File: config.mk
export PLATFORM = sky130hd
export DESIGN_NAME = register_rename_reorder_buffer
export DESIGN_NICKNAME = d
export VERILOG_FILES = /design/src/rrrob_pkg.sv /design/src/rrrob_ctrl.sv /design/src/rrrob_dp.sv /design/src/register_rename_reorder_buffer.sv
export VERILOG_INCLUDE_DIRS = /design/src /design/src/src
export SDC_FILE = /design/constraint.sdc
export NUM_CORES = 2
export LEC_CHECK = 0
export BUFFER_PORTS_ARGS = -buffer_cell sky130_fd_sc_hd__buf_4
export CORE_AREA = 2 2 549 551
export DETAILED_ROUTE_END_ITERATION = 8
export DIE_AREA = 0 0 551 553
export SLEW_MARGIN = 20
export SYNTH_ARGS = -nofsm -noshare
export SYNTH_HDL_FRONTEND = slang
export SYNTH_SLANG_ARGS = --single-unit
File: constraint.sdc
create_clock -name clk -period 6.5 [get_ports clk]
set_input_delay 1.3 -clock clk [delete_from_list [all_inputs] [get_ports clk]]
set_output_delay 1.3 -clock clk [all_outputs]
set_load 0.02 [all_outputs]
File: src/register_rename_reorder_buffer_defines.svh
// Assertion macros shared by the rename / reorder buffer RTL.
// Included by the controller and datapath; needs clk and rst in scope.
`ifndef REGISTER_RENAME_REORDER_BUFFER_DEFINES_SVH
`define REGISTER_RENAME_REORDER_BUFFER_DEFINES_SVH

// Expression holds at every clock edge outside reset
`define RRROB_ASSERT_HOLDS(label, expr, msg) \
  label: assert property (@(posedge clk) disable iff (rst) (expr)) else $error(msg);

// Antecedent at one edge implies consequent at the next edge
`define RRROB_ASSERT_NEXT(label, ante, cons, msg) \
  label: assert property (@(posedge clk) disable iff (rst) (ante) |=> (cons)) else $error(msg);

`endif

File: src/rrrob_pkg.sv
// Shared types and constants for the rename map / reorder buffer block.
// No dependencies; imported by every module of the block.
package rrrob_pkg;

  // Sizing
  localparam int ARCH_REGS  = 64;
  localparam int ROB_DEPTH  = 64;
  localparam int MAX_RETIRE = 8;

  // Fixed field widths of the stream items
  localparam int REG_W  = 6;
  localparam int SEQ_W  = 32;
  localparam int MODE_W = 2;
  localparam int KIND_W = 3;
  localparam int IN_W   = 64;
  localparam int OUT_W  = 64;

  // Derived widths
  localparam int TAG_W  = $clog2(ROB_DEPTH);
  localparam int ARCH_W = $clog2(ARCH_REGS);
  localparam int OCC_W  = $clog2(ROB_DEPTH + 1);
  localparam int RCNT_W = $clog2(MAX_RETIRE + 1);

  // Configuration registers
  localparam int RW_W       = 4;
  localparam int RE_W       = 7;
  localparam int APB_ADDR_W = 3;
  localparam int APB_DATA_W = 32;
  localparam int REG_SEL_BIT = 2;
  localparam logic SEL_RETIRE_WIDTH = 1'b0;
  localparam logic SEL_ROB_ENTRIES  = 1'b1;
  localparam logic [RW_W-1:0] RETIRE_WIDTH_RST = RW_W'(1);
  localparam logic [RE_W-1:0] ROB_ENTRIES_RST  = RE_W'(64);

  typedef enum logic [MODE_W-1:0] {
    MODE_RENAME   = 2'd0,
    MODE_COMPLETE = 2'd1,
    MODE_RETIRE   = 2'd2
  } mode_t;

  typedef enum logic [KIND_W-1:0] {
    KIND_RENAMED      = 3'd0,
    KIND_STALL        = 3'd1,
    KIND_COMPLETED    = 3'd2,
    KIND_RETIRED      = 3'd3,
    KIND_NONE_RETIRED = 3'd4
  } kind_t;

  typedef enum logic [2:0] {
    ST_IDLE,
    ST_EXEC,
    ST_RET_CHECK,
    ST_RET_READ,
    ST_RET_COMMIT
  } state_t;

  // Controller to datapath
  typedef struct packed {
    logic capture;     // item transfer on the input side
    logic exec;        // rename or complete: commit and load result
    logic ret_read;    // read head entry
    logic ret_load;    // load retired result, read map at its register
    logic ret_commit;  // free head entry
    logic ret_none;    // load "nothing retired" result
  } cmd_t;

  // Datapath to controller
  typedef struct packed {
    logic [MODE_W-1:0] in_mode;
    logic              ret_can;
    logic              ret_cnt_zero;
    logic              out_free;
  } sts_t;

endpackage

File: src/rrrob_ctrl.sv
// Sequencer for the rename map / reorder buffer block.
// Depends on rrrob_pkg and the assertion macro header.
`include "register_rename_reorder_buffer_defines.svh"

module rrrob_ctrl
  import rrrob_pkg::*;
(
  input  logic   clk,
  input  logic   rst,
  input  logic   s_tvalid,
  output logic   s_tready,
  input  sts_t   sts,
  output cmd_t   cmd
);

  state_t state, state_next;
  logic   accept;

  assign accept = s_tvalid && s_tready;

  // State register
  always_ff @(posedge clk) begin
    if (rst) begin
      state <= ST_IDLE;
    end else begin
      state <= state_next;
    end
  end

  // Next state
  always_comb begin
    state_next = state;
    case (state)
      ST_IDLE: begin
        if (accept) begin
          if (sts.in_mode == MODE_RETIRE) begin
            state_next = ST_RET_CHECK;
          end else if (sts.in_mode inside {MODE_RENAME, MODE_COMPLETE}) begin
            state_next = ST_EXEC;
          end
        end
      end
      ST_EXEC: begin
        if (sts.out_free) begin
          state_next = ST_IDLE;
        end
      end
      ST_RET_CHECK: begin
        if (sts.ret_can) begin
          state_next = ST_RET_READ;
        end else if (!sts.ret_cnt_zero || sts.out_free) begin
          state_next = ST_IDLE;
        end
      end
      ST_RET_READ: begin
        if (sts.out_free) begin
          state_next = ST_RET_COMMIT;
        end
      end
      ST_RET_COMMIT: begin
        state_next = ST_RET_CHECK;
      end
      default: begin
        state_next = ST_IDLE;
      end
    endcase
  end

  // Outputs
  always_comb begin
    cmd      = '0;
    s_tready = 1'b0;
    case (state)
      ST_IDLE: begin
        s_tready    = 1'b1;
        cmd.capture = s_tvalid;
      end
      ST_EXEC: begin
        cmd.exec = sts.out_free;
      end
      ST_RET_CHECK: begin
        cmd.ret_read = sts.ret_can;
        cmd.ret_none = !sts.ret_can && sts.ret_cnt_zero && sts.out_free;
      end
      ST_RET_READ: begin
        cmd.ret_load = sts.out_free;
      end
      ST_RET_COMMIT: begin
        cmd.ret_commit = 1'b1;
      end
      default: begin
        cmd = '0;
      end
    endcase
  end

  // Checks
  `RRROB_ASSERT_HOLDS(a_cmd_onehot, $onehot0(cmd), "more than one datapath command at once")
  `RRROB_ASSERT_NEXT(a_read_then_commit, state == ST_RET_READ && sts.out_free, state == ST_RET_COMMIT, "retired result loaded without commit")

endmodule

File: src/rrrob_dp.sv
// Datapath: rename map, reorder buffer storage, pointers and result register.
// Depends on rrrob_pkg and the assertion macro header; driven by rrrob_ctrl.
`include "register_rename_reorder_buffer_defines.svh"

module rrrob_dp
  import rrrob_pkg::*;
(
  input  logic              clk,
  input  logic              rst,
  input  logic [OCC_W-1:0]  size_use,
  input  logic [RCNT_W-1:0] width_use,
  input  logic [MODE_W-1:0] s_tuser,
  input  logic [IN_W-1:0]   s_tdata,
  output logic              m_tvalid,
  input  logic              m_tready,
  output logic [OUT_W-1:0]  m_tdata,
  output logic [KIND_W-1:0] m_tuser,
  output logic              m_tlast,
  input  cmd_t              cmd,
  output sts_t              sts
);

  typedef struct packed {
    logic             has_dst;
    logic [REG_W-1:0] dst;
    logic [SEQ_W-1:0] seq;
  } entry_t;

  typedef struct packed {
    logic [KIND_W-1:0] kind;
    logic [REG_W-1:0]  s1_tag;
    logic              s1_from;
    logic              s1_rdy;
    logic [REG_W-1:0]  s2_tag;
    logic              s2_from;
    logic              s2_rdy;
    logic [REG_W-1:0]  rob_tag;
    logic [SEQ_W-1:0]  seq;
    logic              has_dst;
    logic [REG_W-1:0]  dst;
    logic              last;
  } res_t;

  function automatic logic [TAG_W-1:0] advance(input logic [TAG_W-1:0] p,
                                               input logic [OCC_W-1:0] size);
    logic [OCC_W-1:0] n;
    n = OCC_W'(p) + 1'b1;
    return (n >= size) ? '0 : TAG_W'(n);
  endfunction

  // Input fields
  logic             in_has_src1, in_has_src2, in_has_dst;
  logic [REG_W-1:0] in_src1, in_src2, in_dst, in_done;
  logic [SEQ_W-1:0] in_seq;

  assign in_has_src1 = s_tdata[0];
  assign in_src1     = s_tdata[6:1];
  assign in_has_src2 = s_tdata[7];
  assign in_src2     = s_tdata[13:8];
  assign in_has_dst  = s_tdata[14];
  assign in_dst      = s_tdata[20:15];
  assign in_seq      = s_tdata[52:21];
  assign in_done     = s_tdata[58:53];

  // Held item
  logic [MODE_W-1:0] it_mode;
  logic              it_has_src1, it_has_src2, it_has_dst;
  logic [REG_W-1:0]  it_src1, it_src2, it_dst, it_done;
  logic [SEQ_W-1:0]  it_seq;

  // State
  logic [ARCH_REGS-1:0] map_valid;
  logic [TAG_W-1:0]     map_tag [ARCH_REGS];
  logic [TAG_W-1:0]     map_rd1, map_rd2;
  entry_t               entry_mem [ROB_DEPTH];
  entry_t               ent_rd;
  logic [ROB_DEPTH-1:0] entry_ready;
  logic [TAG_W-1:0]     head, tail;
  logic [OCC_W-1:0]     occ;
  logic [RCNT_W-1:0]    rcnt;
  res_t                 res;
  logic                 out_valid;

  // Derived control
  logic             full, do_rename, do_complete, dst_mapped, ret_clear, ret_last, load;
  logic             s1_mapped, s2_mapped;
  logic [TAG_W-1:0] nh;
  res_t             res_next;

  // Capture item
  always_ff @(posedge clk) begin
    if (cmd.capture) begin
      it_mode     <= s_tuser;
      it_has_src1 <= in_has_src1;
      it_src1     <= in_src1;
      it_has_src2 <= in_has_src2;
      it_src2     <= in_src2;
      it_has_dst  <= in_has_dst;
      it_dst      <= in_dst;
      it_seq      <= in_seq;
      it_done     <= in_done;
    end
  end

  // Rename map tag memory: two registered read ports, one write port
  always_ff @(posedge clk) begin
    if (cmd.capture) begin
      map_rd1 <= map_tag[ARCH_W'(in_src1)];
      map_rd2 <= map_tag[ARCH_W'(in_src2)];
    end else if (cmd.ret_load) begin
      map_rd1 <= map_tag[ARCH_W'(ent_rd.dst)];
    end
    if (do_rename && dst_mapped) begin
      map_tag[ARCH_W'(it_dst)] <= tail;
    end
  end

  // Reorder buffer entry memory
  always_ff @(posedge clk) begin
    if (cmd.ret_read) begin
      ent_rd <= entry_mem[head];
    end
    if (do_rename) begin
      entry_mem[tail] <= '{has_dst: it_has_dst,
                           dst:     it_has_dst ? it_dst : '0,
                           seq:     it_seq};
    end
  end

  // Lookup and commit decode
  always_comb begin
    full        = occ >= size_use;
    do_rename   = cmd.exec && (it_mode == MODE_RENAME) && !full;
    do_complete = cmd.exec && (it_mode == MODE_COMPLETE) &&
                  (32'(it_done) < 32'(size_use));
    dst_mapped  = it_has_dst && (32'(it_dst) < ARCH_REGS);
    s1_mapped   = it_has_src1 && (32'(it_src1) < ARCH_REGS) &&
                  map_valid[ARCH_W'(it_src1)];
    s2_mapped   = it_has_src2 && (32'(it_src2) < ARCH_REGS) &&
                  map_valid[ARCH_W'(it_src2)];
    nh          = advance(head, size_use);
    ret_last    = (RCNT_W'(rcnt + 1'b1) >= width_use) || (occ == OCC_W'(1)) ||
                  (nh == head) || !entry_ready[nh];
    ret_clear   = cmd.ret_commit && ent_rd.has_dst &&
                  (32'(ent_rd.dst) < ARCH_REGS) &&
                  map_valid[ARCH_W'(ent_rd.dst)] && (map_rd1 == head);
    load        = cmd.exec || cmd.ret_load || cmd.ret_none;
  end

  // Result selection
  always_comb begin
    res_next = '0;
    if (cmd.exec) begin
      res_next.last = 1'b1;
      case (it_mode)
        MODE_RENAME: begin
          if (full) begin
            res_next.kind = KIND_STALL;
          end else begin
            res_next.kind    = KIND_RENAMED;
            res_next.s1_tag  = !it_has_src1 ? '0 : s1_mapped ? REG_W'(map_rd1) : it_src1;
            res_next.s1_from = s1_mapped;
            res_next.s1_rdy  = s1_mapped ? entry_ready[map_rd1] : 1'b1;
            res_next.s2_tag  = !it_has_src2 ? '0 : s2_mapped ? REG_W'(map_rd2) : it_src2;
            res_next.s2_from = s2_mapped;
            res_next.s2_rdy  = s2_mapped ? entry_ready[map_rd2] : 1'b1;
            res_next.rob_tag = REG_W'(tail);
          end
        end
        MODE_COMPLETE: begin
          res_next.kind    = KIND_COMPLETED;
          res_next.rob_tag = it_done;
        end
        default: begin
          res_next.last = 1'b0;
        end
      endcase
    end else if (cmd.ret_load) begin
      res_next.kind    = KIND_RETIRED;
      res_next.rob_tag = REG_W'(head);
      res_next.seq     = ent_rd.seq;
      res_next.has_dst = ent_rd.has_dst;
      res_next.dst     = ent_rd.dst;
      res_next.last    = ret_last;
    end else if (cmd.ret_none) begin
      res_next.kind = KIND_NONE_RETIRED;
      res_next.last = 1'b1;
    end
  end

  // Control state: valid and ready bits, pointers, counts
  always_ff @(posedge clk) begin
    if (rst) begin
      map_valid   <= '0;
      entry_ready <= '0;
      head        <= '0;
      tail        <= '0;
      occ         <= '0;
      rcnt        <= '0;
    end else begin
      if (cmd.capture) begin
        rcnt <= '0;
      end
      if (do_rename) begin
        entry_ready[tail] <= 1'b0;
        if (dst_mapped) begin
          map_valid[ARCH_W'(it_dst)] <= 1'b1;
        end
        tail <= advance(tail, size_use);
        occ  <= occ + 1'b1;
      end
      if (do_complete) begin
        entry_ready[TAG_W'(it_done)] <= 1'b1;
      end
      if (cmd.ret_commit) begin
        if (ret_clear) begin
          map_valid[ARCH_W'(ent_rd.dst)] <= 1'b0;
        end
        entry_ready[head] <= 1'b0;
        head <= nh;
        occ  <= occ - 1'b1;
        rcnt <= rcnt + 1'b1;
      end
    end
  end

  // Output register
  always_ff @(posedge clk) begin
    if (rst) begin
      out_valid <= 1'b0;
    end else if (load) begin
      out_valid <= 1'b1;
    end else if (m_tready) begin
      out_valid <= 1'b0;
    end
  end

  always_ff @(posedge clk) begin
    if (load) begin
      res <= res_next;
    end
  end

  assign m_tvalid = out_valid;
  assign m_tuser  = res.kind;
  assign m_tlast  = res.last;
  assign m_tdata  = {3'b000, res.dst, res.has_dst, res.seq, res.rob_tag,
                     res.s2_rdy, res.s2_from, res.s2_tag,
                     res.s1_rdy, res.s1_from, res.s1_tag};

  // Status
  assign sts.in_mode      = s_tuser;
  assign sts.ret_can      = (rcnt < width_use) && (occ != '0) && entry_ready[head];
  assign sts.ret_cnt_zero = (rcnt == '0);
  assign sts.out_free     = !out_valid || m_tready;

  // Checks
  `RRROB_ASSERT_HOLDS(a_occ_bound, 32'(occ) <= ROB_DEPTH, "occupancy beyond buffer depth")
  `RRROB_ASSERT_HOLDS(a_load_free, !load || sts.out_free, "result loaded over an untaken result")
  `RRROB_ASSERT_NEXT(a_commit_dec, cmd.ret_commit, occ == $past(occ) - 1'b1, "retire did not free one entry")

endmodule

File: src/register_rename_reorder_buffer.sv
// Top level of the register rename map with reorder buffer.
// Depends on rrrob_pkg, rrrob_ctrl and rrrob_dp; holds the APB registers.
//
//  channel  | direction | handshake             | payload
//  ---------+-----------+-----------------------+------------------------------
//  input    | in        | s_tvalid / s_tready   | s_tuser mode, s_tdata fields
//  result   | out       | m_tvalid / m_tready   | m_tuser kind, m_tdata, m_tlast
//  config   | in        | psel/penable/pready   | paddr, pwdata, prdata
//
// Rename and complete: result registered once the result register is free.
// Retire: head check, then three steps per freed entry (entry memory read,
// map memory read, commit); none ready at the first check gives a result.
// Items are taken only in idle, one at a time.
// Reset clears map valid bits, ready bits, pointers and occupancy at once.
// A result not taken holds the sequence at the step that loads the next one.

module register_rename_reorder_buffer
  import rrrob_pkg::*;
(
  input  logic                  clk,
  input  logic                  rst,
  input  logic                  s_tvalid,
  output logic                  s_tready,
  input  logic [IN_W-1:0]       s_tdata,  // has_src1, src1_reg, has_src2, src2_reg,
                                          // has_dst, dst_reg, seq_num, done_tag
  input  logic [MODE_W-1:0]     s_tuser,  // mode
  output logic                  m_tvalid,
  input  logic                  m_tready,
  output logic [OUT_W-1:0]      m_tdata,  // src1_tag, src1_from_rob, src1_ready,
                                          // src2_tag, src2_from_rob, src2_ready,
                                          // rob_tag, retired_seq, retired_has_dst,
                                          // retired_reg
  output logic [KIND_W-1:0]     m_tuser,  // kind
  output logic                  m_tlast,
  input  logic                  psel,
  input  logic                  penable,
  input  logic                  pwrite,
  input  logic [APB_ADDR_W-1:0] paddr,
  input  logic [APB_DATA_W-1:0] pwdata,
  output logic [APB_DATA_W-1:0] prdata,
  output logic                  pready
);

  logic [RW_W-1:0]   retire_width;
  logic [RE_W-1:0]   rob_entries;
  logic [OCC_W-1:0]  size_use;
  logic [RCNT_W-1:0] width_use;
  logic              cfg_wr;
  cmd_t              cmd;
  sts_t              sts;

  // Configuration registers
  assign pready = 1'b1;
  assign cfg_wr = psel && penable && pwrite && pready;

  always_ff @(posedge clk) begin
    if (rst) begin
      retire_width <= RETIRE_WIDTH_RST;
      rob_entries  <= ROB_ENTRIES_RST;
    end else if (cfg_wr) begin
      if (paddr[REG_SEL_BIT] == SEL_ROB_ENTRIES) begin
        rob_entries <= pwdata[RE_W-1:0];
      end else begin
        retire_width <= pwdata[RW_W-1:0];
      end
    end
  end

  assign prdata = (paddr[REG_SEL_BIT] == SEL_ROB_ENTRIES) ? APB_DATA_W'(rob_entries)
                                                          : APB_DATA_W'(retire_width);

  // Clamp register values to the sizes in use
  always_comb begin
    if (rob_entries == '0) begin
      size_use = OCC_W'(1);
    end else if (32'(rob_entries) > ROB_DEPTH) begin
      size_use = OCC_W'(ROB_DEPTH);
    end else begin
      size_use = OCC_W'(rob_entries);
    end
    if (retire_width == '0) begin
      width_use = RCNT_W'(1);
    end else if (32'(retire_width) > MAX_RETIRE) begin
      width_use = RCNT_W'(MAX_RETIRE);
    end else begin
      width_use = RCNT_W'(retire_width);
    end
  end

  rrrob_ctrl u_ctrl (
    .clk      (clk),
    .rst      (rst),
    .s_tvalid (s_tvalid),
    .s_tready (s_tready),
    .sts      (sts),
    .cmd      (cmd)
  );

  rrrob_dp u_dp (
    .clk       (clk),
    .rst       (rst),
    .size_use  (size_use),
    .width_use (width_use),
    .s_tuser   (s_tuser),
    .s_tdata   (s_tdata),
    .m_tvalid  (m_tvalid),
    .m_tready  (m_tready),
    .m_tdata   (m_tdata),
    .m_tuser   (m_tuser),
    .m_tlast   (m_tlast),
    .cmd       (cmd),
    .sts       (sts)
  );

endmodule

==> flow_summary.ini <==
[run_status]
outcome = finished clean

[timing]
min_period_ps = 5560
finalWorstSetupSlack_ps = 943
finalHoldViolCount = 0
worst_pin_slew_ps = 1220
max_slew_margin = 0.182
finalSetupTns_ps = 0
rsz0062_at_grt = no
clock_skew_ps = 101
drv_slew = 0
fmax_mhz = 180
fin_crit_sh = 0.855
report.final.setup_viol = 0

[yosys]
yosys.cell_types.count = 85
synth_top_area_cell = edfxtp_1
yosysSeqAreaShare = 0.743
syn_avg_cell_area_um2 = 17.4
synth_edf_count = 3057
ys_top_cells_by_count = 3057 x edfxtp_1, 1104 x a22oi_1, 348 x mux4_2
synth_top_area_share = 0.717
synth-main-ff-cell = edfxtp_1
yosys_warnings = 0
yosysMostFrequentCell = edfxtp_1
postSynth.asyncResetShare = 0
synthesis.area_mm2 = 0.128
post_synth_inst_count = 7373
synth.area.top_cells = edfxtp_1 72%, a22oi_1 6.5%, mux4_2 6.1%
ys_ff_latch = 3223

[critical_path]
cp_common_cell = ha_1
critPathTopFamily = compound AO/OA/AOI/OAI gates
cp_data_required_time_ps = 7100
critPathLaunchType = register
arrival_ps = 6150
critPathBufInv = 2
slowest_stage = o41ai_1
crit_chain = buf_4, ha_1, xnor2_2, inv_2, ha_1, a21oi_1, o21ai_0, a211oi_2, a221oi_1, a2111oi_0, nor4_1, o41ai_1, o2111ai_1
crit_fanout = 19
path_class = reg2reg
slowest_delay_ps = 1070
end_kind = register

[clocking]
post_cts_buffers = 0
worstSkewPairLatency_ps = 920
cts.sinks = 3223
cts_tree = yes
cts_max_level = 5
ctsResizeCount = 0
numCtsBuffers = 332
hold_buffers = 0
cts_root_buf = clkbuf_16
path_clk_slew_ps = 60
cts_buffer_depth = 4

[floorplan]
fp-row-count = 201
die_w_um = 551
die_height_um = 553
core_area_mm2 = 0.299
start_util = 0.428
dieArea_mm2 = 0.305
ios = 211

[place]
hpwlAfterDp_um = 236000
preCtsSetupSlack_ps = 1360
port_buffers = 149
finalWeightedCongestion = 0.922

[detailed_routing]
routed_via_density = 6.73
routed_wirelength_um = 424000
vias = 79400
avgRoutedWirePerCell_um = 36.0
drc = 0
postRouteAntennaNets = 0
first_iter_violations = 12900
dr.pass1.iters = 8

[power_and_ir_drop]
peakVddDrop_mv = 0.213
p_leak_nw = 44.0
power.density_mw_per_mm2 = 296

[finish]
area_growth_pct = 13.7
drive_gt1_frac = 0.181
fin_nets = 7723

[grt]
grt_max_degree = 120
grt_pass1_vias = 75400
grt.overflow.total = 0
antenna_found_initial = 12
grt_pass1_wl_um = 588000
grt_usage = 0.270

[hold_path]
hold_class = reg2reg

[run]
cap_violations = 0
[path summary, 6_finish.rpt]
kind                       start              to  slack [ps]  depth (start not counted)
setup reg to reg    u_dp.head[1]    u_dp.m_tlast         940                         13
setup / recovery    u_dp.head[1]    u_dp.m_tlast         940                         13
hold reg to reg   rob_entries[0]  rob_entries[0]         480                          2
hold / removal    rob_entries[0]  rob_entries[0]         480                          2
[sequential cells by signal (all words and copies together), names as in the netlist, 7 cells and up]
register and cells:
rob_entries 7, u_dp.entry_ready 64, u_dp.it_seq 32, u_dp.map_tag 384
u_dp.m_tdata 61, u_dp.ent_rd 39, u_dp.occ 7, u_dp.map_valid 64
u_dp.entry_mem 2496
[worst register-to-register path, stage by stage (launching register included)]
cell and delay [ps]:
dfxtp_1 310, buf_4 200, ha_1 270, xnor2_2 520, inv_2 360, ha_1 390
a21oi_1 120, o21ai_0 220, a211oi_2 790, a221oi_1 120, a2111oi_0 600, nor4_1 100
o41ai_1 1070, o2111ai_1 210
[metrics by stage]
step	cells	hold WS (ps)	utilization	instance area, um2	power, mW
3_3_place_gp	11200	473	0.452	135000	24.8
2_1_floorplan	7400	446	-	128000	24.3
5_1_grt	11800	514	0.487	145000	44.0
6_report	11800	479	0.487	146000	43.0
3_5_place_dp	11200	466	0.452	135000	24.9
4_1_cts	11800	481	0.486	145000	43.1
[per-layer routing]
layer	global-route usage	routed length [um]	part of all wire	up-vias
met5	0	242	0.00057	-
met1	0.380	164000	0.39	41100
met3	0.0593	48900	0.12	963
li1	-	-	-	31600
met4	0.0997	17300	0.041	16
met2	0.414	193000	0.46	5630
[logic make-up after synthesis]
family                     after synthesis  synth area share
AOI/OAI and AO/OA                     2228             0.129
xor gates and xnor gates                20           0.00157
adders and majority gates               41           0.00401
buffers and inverters                  629            0.0226
DFF                                   3223             0.743
muxes                                  402            0.0656
other                                    2         0.0000587
and+or+nand+nor                        828            0.0338
[where the power goes]
group,internal [mW],switching (mW)
sequential,23.0,0.126
clock,10.5,8.03
combinational,0.358,0.983
total,33.9,9.14
[layout by cell type (no fill, tap or decap), types with 40 or more instances in the layout]
cell type | Yosys | final
a31oi_1 | 150 | 150
a221oi_1 | 254 | 254
a22o_1 | 184 | 184
nand3_1 | 57 | 57
nand2_1 | 165 | 161
ha_1 | 41 | 41
a211oi_1 | 68 | 68
clkbuf_1 | 268 | 59
nor2_1 | 223 | 151
dfxtp_1 | 166 | 157
clkinv_2 | 0 | 66
clkbuf_16 | 0 | 337
mux2i_1 | 40 | 40
o21ai_0 | 102 | 102
and2_1 | 54 | 48
a41oi_1 | 85 | 85
nor2_4 | 0 | 72
a22oi_1 | 1104 | 1104
nand4_1 | 132 | 132
edfxtp_1 | 3057 | 3057
buf_4 | 52 | 374
buf_12 | 0 | 60
a21oi_1 | 192 | 192
mux4_2 | 348 | 348
clkinv_1 | 1 | 68
[cell type report]
class,instances,area (um2)
inverters,27,104
diodes,4,10.0
fillers,24600,153000
repair buffers,442,4150
clock inverters,194,1730
clock buffers,397,8670
well taps,3958,4950
multi-input cells,3548,30700
flip-flops and latches,3223,95100
No activity file was read; power rests on OpenSTA's default activity.
